**src/hdl/bfe_pkg.sv**
```systemverilog
// Shared types and constants of the Bloom filter engine.
package bfe_pkg;

  localparam int unsigned STORE_BYTES = 512;
  localparam int unsigned ROW_BITS    = 32;
  localparam int unsigned ROWS        = STORE_BYTES * 8 / ROW_BITS;
  localparam int unsigned ROW_AW      = $clog2(ROWS);
  localparam int unsigned MAX_HASHES  = 16;
  localparam int unsigned HASH_WORDS  = 8;
  localparam int unsigned OFF_W       = 12;
  localparam int unsigned CNT_W       = 13;
  localparam int unsigned SIZE_W      = 10;
  localparam int unsigned HC_W        = 5;
  localparam int unsigned HIDX_W      = $clog2(MAX_HASHES);

  localparam logic [0:0] REG_SIZE   = 1'b0;
  localparam logic [0:0] REG_HASHES = 1'b1;

  typedef enum logic [1:0] {
    REQ_INSERT = 2'd0,
    REQ_TEST   = 2'd1,
    REQ_COUNT  = 2'd2,
    REQ_NONE   = 2'd3
  } req_e;

  typedef struct packed {
    logic [1:0]  req_type;
    logic [63:0] hash_part_0;
    logic [63:0] hash_part_1;
    logic [63:0] hash_part_2;
    logic [63:0] hash_part_3;
  } in_item_t;

  typedef struct packed {
    logic             is_member;
    logic [CNT_W-1:0] bits_set_count;
  } out_item_t;

  // Classified request handed from the front to the back.
  typedef struct packed {
    req_e                       op;
    logic [HASH_WORDS*32-1:0]   hash;
    logic [HC_W-1:0]            n;
    logic [SIZE_W-1:0]          size;
  } cmd_t;

  typedef logic [MAX_HASHES-1:0][OFF_W-1:0] off_list_t;

endpackage

```
**src/hdl/bfe_fifo.sv**
```systemverilog
// Two-entry command queue between front and back.
module bfe_fifo (
  input  logic          clk_i,
  input  logic          rst_ni,
  input  logic          push_i,
  input  bfe_pkg::cmd_t data_i,
  output logic          full_o,
  input  logic          pop_i,
  output logic          empty_o,
  output bfe_pkg::cmd_t data_o
);
  import bfe_pkg::*;

  cmd_t       ent_q [2];
  logic       wr_q, rd_q;
  logic [1:0] cnt_q;

  assign full_o  = cnt_q == 2'd2;
  assign empty_o = cnt_q == 2'd0;
  assign data_o  = ent_q[rd_q];

  always_ff @(posedge clk_i or negedge rst_ni) begin
    if (!rst_ni) begin
      wr_q  <= 1'b0;
      rd_q  <= 1'b0;
      cnt_q <= 2'd0;
    end else begin
      if (push_i) wr_q <= ~wr_q;
      if (pop_i)  rd_q <= ~rd_q;
      if (push_i && !pop_i) cnt_q <= cnt_q + 2'd1;
      else if (pop_i && !push_i) cnt_q <= cnt_q - 2'd1;
    end
  end

  always_ff @(posedge clk_i) begin
    if (push_i) begin
      ent_q[wr_q] <= data_i;
    end
  end

endmodule

```
**config.mk**
```make
export PLATFORM = sky130hd
export DESIGN_NAME = bfe_fifo
export DESIGN_NICKNAME = d
export VERILOG_FILES = /design/src/hdl/bfe_pkg.sv /design/src/hdl/bfe_fifo.sv
export SDC_FILE = /design/constraint.sdc
export NUM_CORES = 1
export LEC_CHECK = 0
export BUFFER_PORTS_ARGS = -buffer_cell sky130_fd_sc_hd__buf_2
export CORE_AREA = 2 2 214 216
export CTS_CLUSTER_DIAMETER = 120
export CTS_CLUSTER_SIZE = 24
export DETAILED_ROUTE_END_ITERATION = 10
export DIE_AREA = 0 0 216 218
export MAX_ROUTING_LAYER = met4
export PLACE_DENSITY = 0.75
export SYNTH_ARGS = -nofsm -noshare
export SYNTH_HDL_FRONTEND = slang
export SYNTH_SLANG_ARGS = --single-unit
```
**constraint.sdc**
```tcl
create_clock -name clk_i -period 26.5 [get_ports clk_i]
set_clock_uncertainty 0.15 [all_clocks]
set_input_delay 3.975 -clock clk_i [delete_from_list [all_inputs] [get_ports clk_i]]
set_output_delay 3.975 -clock clk_i [all_outputs]
set_load 0.1 [all_outputs]
```
Word level (Yosys, flattened, before mapping)
Memories as Yosys holds them, arrays and structs flattened.
Cells that the tools add are included.
{"block": "op_classes", "addsub": 2, "n_eq_ne": 1, "n_mux": 4, "bitwise_logic": 2, "n_reduce_logical": 6}
{"op": "$mux 2", "count": 2}
{"op": "$add 2x1->2 const B", "count": 1}
{"op": "$eq 2x2->1 const B", "count": 1}
{"op": "$logic_and 1x1->1", "count": 2}
{"op": "$logic_not 1->1", "count": 2}
{"op": "$logic_not 2->1", "count": 1}
{"op": "$mux 1", "count": 2}
{"op": "$not 1->1", "count": 2}
{"op": "$reduce_bool 2->1", "count": 1}
{"op": "$sub 2x1->2 const B", "count": 1}
{"block": "word_totals", "register_bits": 4, "ramBits": 546, "input_bits": 277, "output_inout_bits": 275, "elab_cells": 19, "mem_count": 1}
{"memory": "ent_q", "depth": 2, "width": 273, "read_ports": 1, "rd_ports_with_merged_regs": 0, "wr": 1, "line": "bfe_fifo.sv:14", "text": "cmd_t ent_q [2];"}

Logic depth before layout (Yosys ltp)
{"block": "logic_depth", "depth_word": 4, "ltp_mapped": 5}

Worst setup path after synthesis
OpenSTA, ideal clock, no wires.
{"block": "synth_path", "kind": "input to register", "startpoint": "input port push_i", "endpoint": "memory ent_q[0][0] (netlist name) (enable)", "setup_ns": 0.945, "t_arrival_ns": 15.717, "setup_slack_ns": 9.688, "path_stages": 1, "n_path_buf": 0, "cell_sequence": "nor2b_1"}
{"block": "synth_between", "elab_chain_cells": 2}
{"element": "start: declaration", "line": "bfe_fifo.sv:5", "text": "input logic push_i,"}
{"element": "$mux 1", "line": "bfe_fifo.sv:36", "text": "if (push_i) begin"}
{"element": "$mux 1 (not written as such)", "line": "bfe_fifo.sv:37", "text": "ent_q[wr_q] <= data_i;"}
{"element": "end: declaration", "line": "bfe_fifo.sv:14"}
No other way between the ends.

==> flow_metrics.py <==
metrics = {
    "yosys": {
        "synth.top_cells.by_area": "edfxtp_1 82%, mux2_2 15%, buf_6 1.6%",
        "yosysMostFrequentCell": "edfxtp_1",
        "synth_top_cell_area_share": 0.820,
        "syn-cell-area_um2": 20000,
        "ys_types": 12,
        "yosysSeqAreaShare": 0.825,
        "synth_fp_nets": 1143,
        "ys_async_sr_fraction": 0.00727,
        "ys_top_cells_by_count": "546 x edfxtp_1, 273 x mux2_2, 29 x buf_6",
        "syn_area_per_cell_um2": 23.1,
        "ys_ff_latch": 550,
        "syn_inst": 865,
        "synth_edf_count": 546,
        "synth.largest_area_cell": "edfxtp_1",
        "ys.flop_type": "edfxtp_1",
        "synth_warnings": 0,
    },
    "clock_network": {
        "cts.clk_slew.worst_paths_ns": 0.09,
        "ctsHoldBuffers": 0,
        "clk_latency_ns": 0.57,
        "cts-resized-gates": 0,
        "cts_tree": "yes",
        "htreeDepth": 1,
        "cts_setup_buffers": 0,
        "numClockSinks": 550,
        "clk_path_buf_depth": 3,
        "cts_root_buffer": "clkbuf_16",
        "cts_buffers": 26,
    },
    "hold_path": {
        "hold_path_class": "reg2reg",
    },
    "sta": {
        "worstMarginPinSlew_ns": 1.06,
        "grt_setup_unrepaired": "false",
        "slew_headroom": 0.291,
        "period_share": 0.313,
        "fin_setup_tns_ns": 0,
        "fmaxAchievable_ghz": 0.120,
        "slew_viol_final": 0,
        "period_minus_slack_ns": 8.30,
        "hold_violations": 0,
        "setup_viol": 0,
    },
    "routing": {
        "drt-initial-drc-count": 736,
        "dr.pass1.iters": 4,
        "vias_per_cell": 4.94,
        "drc": 0,
        "drt_wl_total_mm": 43.1,
        "avgRoutedWirePerCell_um": 21.1,
        "vias": 10100,
        "ant_nets": 0,
    },
    "die": {
        "num_rows": 78,
        "initial_core_util": 0.445,
        "num_io_pins": 552,
        "die_area_um2": 47100,
        "die_h_um": 218,
        "coreArea_um2": 44900,
        "die_w_um": 216,
    },
    "critical_path": {
        "r2r_slack_ns": 22.88,
        "worst-setup-path-type": "reg2out",
        "ff2ff_path_depth": 3,
        "end_kind": "primary output",
        "required_ns": 22.38,
        "crit_fanout": 74,
        "regToRegStartpoint": "wr_q",
        "startpoint_type": "flop",
        "r2r-end": "ent_q[1][70]",
        "setup.worst_path.end": "data_o[4]",
        "crit_arrival_ns": 4.18,
        "crit_start": "rd_q",
    },
    "outcome": {
        "status": "completed",
    },
    "final_layout": {
        "syn2layout_area_growth_pct": 20.1,
        "drive_above_1_share": 0.602,
        "fin_nets": 1702,
        "n_fill_cell": 3592,
    },
    "place": {
        "io_buffers": 551,
        "gp_congestion": 0.876,
        "dp_hpwl_mm": 30.4,
    },
    "grt": {
        "grt_max_degree": 78,
        "grt.total_usage": 0.180,
        "grt_pass1_vias": 10600,
        "grt_overflow": 0,
        "grt_pass1_wl_mm": 62.2,
        "antenna_found_initial": 13,
    },
    "run": {
        "drv_cap": 0,
    },
}
-- cell type report --
class	instances	area, µm²	share of cell area
diodes	11	27.5	0.00115
inverters	1	3.75	0.000156
flip-flops and latches	550	16500	0.687
multi-input cells	284	3170	0.132
clock buffers	38	717	0.0299
clock inverters	1	3.75	0.000156
well taps	600	751	0.0313
repair buffers	561	2830	0.118
-- cells in the final DEF (no fill, tap or decap), types with 2 or more instances in the layout --
master / instances
mux2_2: 273
edfxtp_1: 546
buf_4: 10
buf_2: 551
dfrtp_1: 3
nor2_1: 2
diode_2: 11
clkbuf_16: 27
clkbuf_1: 11
xor2_1: 4
-- per-layer routing --
metal  vias to the layer above  wire [µm]  track usage
li1                       4564          -            -
met1                      5047      16200        0.207
met2                       432      22200        0.309
met3                        72       3510       0.0460
met4                         0       1270       0.0587
met5                         -          0            -
-- how the worst min path moves through the flow --
stage | from | endpoint | slack, ns | depth (start not counted)
2_1_floorplan | wr_q | wr_q | 0.31 | 1
3_3_place_gp | cnt_q[1] | cnt_q[1] | 0.33 | 1
3_5_place_dp | cnt_q[1] | cnt_q[1] | 0.35 | 1
4_1_cts | cnt_q[1] | cnt_q[1] | 0.36 | 1
5_1_grt | cnt_q[1] | cnt_q[1] | 0.37 | 1
6_report | cnt_q[1] | cnt_q[1] | 0.36 | 1
-- critical path: stages, from the launching register on --
cell     delay [ns]
dfrtp_4        1.06
buf_4          0.87
buf_4          0.75
mux2_2         0.30
buf_2          0.42
-- registers in the layout, summed over array words and instances, names as in the netlist --
register  cells
wr_q          1
cnt_q         2
rd_q          1
ent_q       546
-- per-stage QoR --
| step | cell area [µm²] | hold WS [ns] | utilization | worst slack (ns) | instances |
|---|---|---|---|---|---|
| 2_1_floorplan | 20000 | 0.305 | - | 9.69 | 865 |
| 3_3_place_gp | 23300 | 0.325 | 0.518 | 18.95 | 1996 |
| 3_5_place_dp | 23300 | 0.346 | 0.518 | 18.84 | 1996 |
| 4_1_cts | 24000 | 0.361 | 0.534 | 18.20 | 2035 |
| 5_1_grt | 24000 | 0.371 | 0.535 | 17.97 | 2046 |
| 6_report | 24000 | 0.361 | 0.535 | 18.20 | 2046 |
-- cell families (layout without fill, tap and decap cells) --
logic type	count (synthesis)	after routing	share of synthesized area
other	0	11	0
flip-flops	550	550	0.825
XOR/XNOR	5	5	0.00219
buffers and inverters	31	601	0.0168
AND/OR/NAND/NOR	5	5	0.00131
multiplexers	273	273	0.154
adder cells (fa/ha/maj)	1	1	0.000626
Power is left out: the tool's default activity adds up to more than one toggle a clock period on the data nets, which glitch-free logic cannot reach.
