===== src/hdl/bfe_pkg.sv =====
// Shared types and constants of the Bloom filter engine.
package bfe_pkg;

  localparam int unsigned STORE_BYTES = 512;
  localparam int unsigned ROW_BITS    = 32;
  localparam int unsigned ROWS        = STORE_BYTES * 8 / ROW_BITS;
  localparam int unsigned ROW_AW      = $clog2(ROWS);
  localparam int unsigned MAX_HASHES  = 16;
  localparam int unsigned HASH_WORDS  = 8;
  localparam int unsigned OFF_W       = 12;
  localparam int unsigned CNT_W       = 13;
  localparam int unsigned SIZE_W      = 10;
  localparam int unsigned HC_W        = 5;
  localparam int unsigned HIDX_W      = $clog2(MAX_HASHES);

  localparam logic [0:0] REG_SIZE   = 1'b0;
  localparam logic [0:0] REG_HASHES = 1'b1;

  typedef enum logic [1:0] {
    REQ_INSERT = 2'd0,
    REQ_TEST   = 2'd1,
    REQ_COUNT  = 2'd2,
    REQ_NONE   = 2'd3
  } req_e;

  typedef struct packed {
    logic [1:0]  req_type;
    logic [63:0] hash_part_0;
    logic [63:0] hash_part_1;
    logic [63:0] hash_part_2;
    logic [63:0] hash_part_3;
  } in_item_t;

  typedef struct packed {
    logic             is_member;
    logic [CNT_W-1:0] bits_set_count;
  } out_item_t;

  // Classified request handed from the front to the back.
  typedef struct packed {
    req_e                       op;
    logic [HASH_WORDS*32-1:0]   hash;
    logic [HC_W-1:0]            n;
    logic [SIZE_W-1:0]          size;
  } cmd_t;

  typedef logic [MAX_HASHES-1:0][OFF_W-1:0] off_list_t;

endpackage


===== src/hdl/bfe_front.sv =====
// Front end: configuration registers, input item intake and classification.
module bfe_front (
  input  logic             clk_i,
  input  logic             rst_ni,
  input  logic             psel,
  input  logic             penable,
  input  logic             pwrite,
  input  logic [2:0]       paddr,
  input  logic [31:0]      pwdata,
  output logic [31:0]      prdata,
  output logic             pready,
  input  logic             in_valid_i,
  output logic             in_stall_o,
  input  bfe_pkg::in_item_t in_item_i,
  output logic             push_o,
  input  logic             full_i,
  output bfe_pkg::cmd_t    cmd_o
);
  import bfe_pkg::*;

  logic [SIZE_W-1:0] size_q;
  logic [HC_W-1:0]   hc_q;
  logic              cmd_vld_q, cmd_vld_d;
  cmd_t              cmd_q, cmd_d;
  logic              wr_en, accept;
  logic [SIZE_W-1:0] eff_size;
  logic [HC_W-1:0]   hc_clamp, n_eff;

  assign pready = 1'b1;
  assign wr_en  = psel & penable & pwrite;
  assign prdata = (paddr[2] == REG_HASHES) ? {27'd0, hc_q} : {22'd0, size_q};

  always_ff @(posedge clk_i or negedge rst_ni) begin
    if (!rst_ni) begin
      size_q <= SIZE_W'(STORE_BYTES);
      hc_q   <= HC_W'(4);
    end else if (wr_en) begin
      unique case (paddr[2])
        REG_SIZE:   size_q <= pwdata[SIZE_W-1:0];
        REG_HASHES: hc_q   <= pwdata[HC_W-1:0];
        default: ;
      endcase
    end
  end

  always_comb begin
    if (size_q == '0) eff_size = SIZE_W'(1);
    else if (size_q > SIZE_W'(STORE_BYTES)) eff_size = SIZE_W'(STORE_BYTES);
    else eff_size = size_q;
    if (hc_q == '0) hc_clamp = HC_W'(1);
    else if (hc_q > HC_W'(MAX_HASHES)) hc_clamp = HC_W'(MAX_HASHES);
    else hc_clamp = hc_q;
    // a one-byte filter only has eight bits to hand out
    if (eff_size == SIZE_W'(1) && hc_clamp > HC_W'(8)) n_eff = HC_W'(8);
    else n_eff = hc_clamp;
  end

  always_comb begin
    cmd_d.op   = req_e'(in_item_i.req_type);
    cmd_d.hash = {in_item_i.hash_part_3, in_item_i.hash_part_2,
                  in_item_i.hash_part_1, in_item_i.hash_part_0};
    cmd_d.n    = n_eff;
    cmd_d.size = eff_size;
  end

  assign in_stall_o = cmd_vld_q & full_i;
  assign accept     = in_valid_i & ~in_stall_o;
  assign push_o     = cmd_vld_q & ~full_i;
  assign cmd_vld_d  = accept | (cmd_vld_q & full_i);
  assign cmd_o      = cmd_q;

  always_ff @(posedge clk_i or negedge rst_ni) begin
    if (!rst_ni) begin
      cmd_vld_q <= 1'b0;
    end else begin
      cmd_vld_q <= cmd_vld_d;
    end
  end

  always_ff @(posedge clk_i) begin
    if (accept) begin
      cmd_q <= cmd_d;
    end
  end

endmodule


===== config.mk =====
export PLATFORM = sky130hd
export DESIGN_NAME = bfe_front
export DESIGN_NICKNAME = d
export VERILOG_FILES = /design/src/hdl/bfe_pkg.sv /design/src/hdl/bfe_front.sv
export SDC_FILE = /design/constraint.sdc
export NUM_CORES = 1
export LEC_CHECK = 0
export BUFFER_PORTS_ARGS = -buffer_cell sky130_fd_sc_hd__buf_4
export CORE_AREA = 2 2 234 236
export DETAILED_ROUTE_END_ITERATION = 7
export DIE_AREA = 0 0 236 238
export PLACE_DENSITY = 0.47
export SYNTH_ARGS = -nofsm -noshare
export SYNTH_HDL_FRONTEND = slang
export SYNTH_SLANG_ARGS = --single-unit

===== constraint.sdc =====
create_clock -name clk_i -period 39.6 [get_ports clk_i]
set_input_delay 7.92 -clock clk_i [delete_from_list [all_inputs] [get_ports clk_i]]
set_output_delay 7.92 -clock clk_i [all_outputs]
set_load 0.005 [all_outputs]

# Word-level counts from Yosys, hierarchy flattened
# Index checks and enable logic that the tools add are counted.
# word_totals
register_bits	289
latchBits	0
ram_bits	0
romBits	0
in_bits	300
out_inout_bits	308
memories	0
# classes
add_sub_neg	0
multipliers	0
div	0
magnitude_cmp	3
n_eq_ne	1
n_shift	0
muxes	5
bitwise	9
reduce_logical	5
# op_table
cell	n
10-bit 2-to-1 mux	3
10-bit by 1-bit equality test with 1-bit output, second input constant	1
10-bit greater-than comparator, second input constant	1
10-bit logical NOT	1
5-bit 2-to-1 mux	2
1-bit AND	5
5-bit by 4-bit greater-than comparator with 1-bit output, second input constant	1
5-bit greater-than comparator, second input constant	1
5-bit logical NOT	1
2-bit AND reduction	2
1-bit inverter	3
1-bit logical AND	1
1-bit bitwise OR	1

# Longest topological paths before layout
# logic_depth
word_depth	5
depth_mapped	3
ltp_nobuf	3

# Worst setup path after synthesis
# Ideal clock, no wire load.
# synth_timing
kind	input port to flip-flop
from	in full_i
to	reg cmd_q (netlist bit cmd_o[0]) (enable)
arrival_time_ns	20.147
required_ns	38.655
path_slack_ns	18.508
path_stages	2
n_path_buf	0
path_cell_list	and2_1 -> nor2b_1
# synth_via
elab_chain_len	3
# synth_rtl
item	line	text
start: declaration	bfe_front.sv:16	input logic full_i,
1-bit AND	bfe_front.sv:66	assign in_stall_o = cmd_vld_q & full_i;
1-bit inverter	bfe_front.sv:67	assign accept = in_valid_i & ~in_stall_o;
1-bit AND	bfe_front.sv:67	
via accept	bfe_front.sv:25	logic wr_en, accept;
end signal: assignment	bfe_front.sv:82	cmd_q <= cmd_d;
end: declaration	bfe_front.sv:24	cmd_t cmd_q, cmd_d;
# The timed path passes the listed nets, and every way through them passes these cells.
# A chain may end at the register's enable or synchronous reset.

# Final worst setup path
# layout_timing
from	in paddr[2]
to	out prdata[3]
# layout_via
elab_chain_len	1
# layout_rtl
item	line	text
start: declaration	bfe_front.sv:8	input logic [2:0] paddr,
10-bit 2-to-1 mux	bfe_front.sv:31	assign prdata = (paddr[2] == REG_HASHES) ? {27'd0, hc_q} : {22'd0, size_q};
end: declaration	bfe_front.sv:10	output logic [31:0] prdata,
# No other way between the ends.

==> impl_metrics.toml <==
[hold_path]
hold_path_class = "flip-flop to flip-flop"

[route]
via_count = 5801
routed_wl_um = 31800
drt_iter0_markers = 238
detail-route-antenna-nets = 0
vias_per_cell = 3.42
wl_per_cell_um = 18.8
detail_route.first_pass.iterations = 4
route.detailed.drc = 0

[clock_network]
clk_pin_slew_ns = 0.06
cts_made_buffers = 36
holdBufCountCts = 0
clock-root-buffer = "clkbuf_16"
post_cts_buffers = 0
ctsResizeCount = 0
clkSinkCount = 289
cts_tree = "done"
insertion_delay_ns = 0.53
htreeDepth = 2
clock_path_buffers = 3

[pwr]
static-leakage-power_nw = 6.31
comb_power_share = 0.093
switching_power_w = 0.000166
swShare = 0.215
seqPwrFrac = 0.480
ir_drop_mv = 0.0297
p_int_w = 0.000603
p_per_area_nw_per_um2 = 49.8
clkPwrFrac = 0.426

[logic_synthesis]
synth_cells = 374
synth-edff-count = 273
yosys.cell_types.count = 24
ys_seq_area_frac = 0.929
synth_top_cell_area_share = 0.886
yosysWarnings = 0
yosysMostFrequentCell = "edfxtp_1"
synth_area_sq_um = 9250
synth_area_leaders = "edfxtp_1 (89%), dfrtp_1 (3.8%), mux2_2 (2.4%)"
async_flop_share = 0.0554
synth_seq_cells = 289
yosys_most_used_dff = "edfxtp_1"
yosysTopAreaCell = "edfxtp_1"
synth_common_cells = "edfxtp_1 (273), buf_4 (23), mux2_2 (20)"
syn_area_per_cell_sq_um = 24.7

[setup_path]
critPathMaxFanout = 13
crit_type = "input port to primary output"
crit_path_end_kind = "primary output"
cp-start-kind = "input port"
worstPathRequired_ns = 31.68
cp.arrival_ns = 8.60

[timing]
fin_ws_ns = 23.08
finalSetupTns_ns = 0
grt_setup_unrepaired = "false"
setup_viol = 0
hold_viol_final = 0
finalCriticalPeriod_ns = 16.52
worstMarginPinSlew_ns = 1.21
period_share = 0.417
relSlewSlack = 0.195
finClkSkew_ns = 0.0215
timing.final.max_slew_violations = 0
timing.fmax_mhz = 60.5

[grt]
busiest_layer = "met2"
grt_pass1_vias = 5949
grt_max_degree = 186
grt_use_total = 0.106
met3_usage = 0.0654
grt_util_met2 = 0.191
overflow = 0
grt_pass1_wl_um = 42600
antenna_found_initial = 8
gr-usage-met1 = 0.0993

[floorplanning]
io_pins = 608
start_util = 0.173
die_area_sq_um = 56200
core_sq_um = 53500
floorplan.rows = 85
die_w_um = 236
die_y_um = 238

[finish]
nNetsFinal = 1268
syn2layout_area_growth_pct = 66.8
drive_gt1_frac = 0.644

[placement]
dp_slack_ns = 23.07
dpl.hpwl_um = 24600
port_buffers = 560
place.gp.congestion = 0.772

[outcome]
status = "complete, no violations"

[job]
maxCapViolations = 0
cell families after synthesis:
family / share of synthesized area
compound gates: 0.00108
buf+inv: 0.0208
flops: 0.929
mux: 0.0243
other cells: 0.000812
simple gates: 0.0235
layout make-up:
cell class / instances / area (sq um)
flip-flops and latches: 289 / 8600
repair buffers: 562 / 4230
clock inverters: 20 / 211
multi-input cells: 78 / 547
well taps: 696 / 871
diodes: 3 / 7.51
inverters: 1 / 3.75
fillers: 5405 / 38100
clock buffers: 45 / 966
cells in the final DEF, fill, tap and decap left out, types with 2 or more instances in the layout:
| cell | instances |
|---|---|
| clkbuf_16 | 37 |
| dfstp_2 | 2 |
| diode_2 | 3 |
| bufinv_16 | 4 |
| buf_4 | 561 |
| conb_1 | 23 |
| inv_6 | 2 |
| mux2_2 | 20 |
| clkbuf_1 | 7 |
| nor3_1 | 4 |
| edfxtp_1 | 273 |
| clkinvlp_4 | 3 |
| or4_4 | 2 |
| nor3b_1 | 2 |
| clkinv_2 | 4 |
| dfrtp_1 | 14 |
| nor2b_1 | 16 |
| clkinv_1 | 6 |
worst max-delay path, cell delays in order:
cell	delay [ns]
buf_4	0.18
mux2_2	0.36
buf_4	0.14
registers in the layout, indices dropped and copies added, names as in the netlist:
| signal | flops |
|---|---|
| cmd_o | 273 |
| size_q | 10 |
| hc_q | 5 |
| cmd_vld_q | 1 |
worst paths after layout:
| kind | slack (ns) | cells past startpoint | to | startpoint |
|---|---|---|---|---|
| max | 23.08 | 3 | prdata[3] | paddr[2] |
| min | 0.52 | 1 | size_q[0] | size_q[0] |
| max reg2reg | 37.23 | 3 | cmd_o[164] | cmd_vld_q |
| min reg2reg | 0.52 | 1 | size_q[0] | size_q[0] |
| max in group asynchronous | 32.11 | 1 | hc_q[2] | rst_ni |
| min in group asynchronous | 7.24 | 1 | cmd_vld_q | rst_ni |
per-stage QoR:
stage | std cells | utilization | hold slack (ns) | total power (W) | instance area [sq um]
CTS | 1691 | 0.288 | 0.522 | 0.000785 | 15400
floorplan | 395 | - | 0.479 | 0.000399 | 9330
finish | 1694 | 0.289 | 0.516 | 0.000769 | 15400
global route | 1691 | 0.288 | 0.557 | 0.000802 | 15400
global placement | 1626 | 0.266 | 0.495 | 0.000449 | 14300
detailed placement | 1626 | 0.266 | 0.508 | 0.000450 | 14300
power by group through the flow:
stage                     Sequential (W)  Clock (W)  Combinational [W]
after global routing            0.000372   0.000353          0.0000778
after floorplan                 0.000382          0          0.0000170
after global placement          0.000375          0          0.0000731
after CTS                       0.000370   0.000342          0.0000737
after detailed placement        0.000376          0          0.0000736
final                           0.000370   0.000328          0.0000717
metal layers:
layer,vias up,wire length (um),share of wire
met3,56,4190,0.13
met5,-,69,0.0022
met1,2798,10100,0.32
met4,10,695,0.022
li1,2617,-,-
met2,320,16700,0.52
Power figures use the tool's default switching activity.
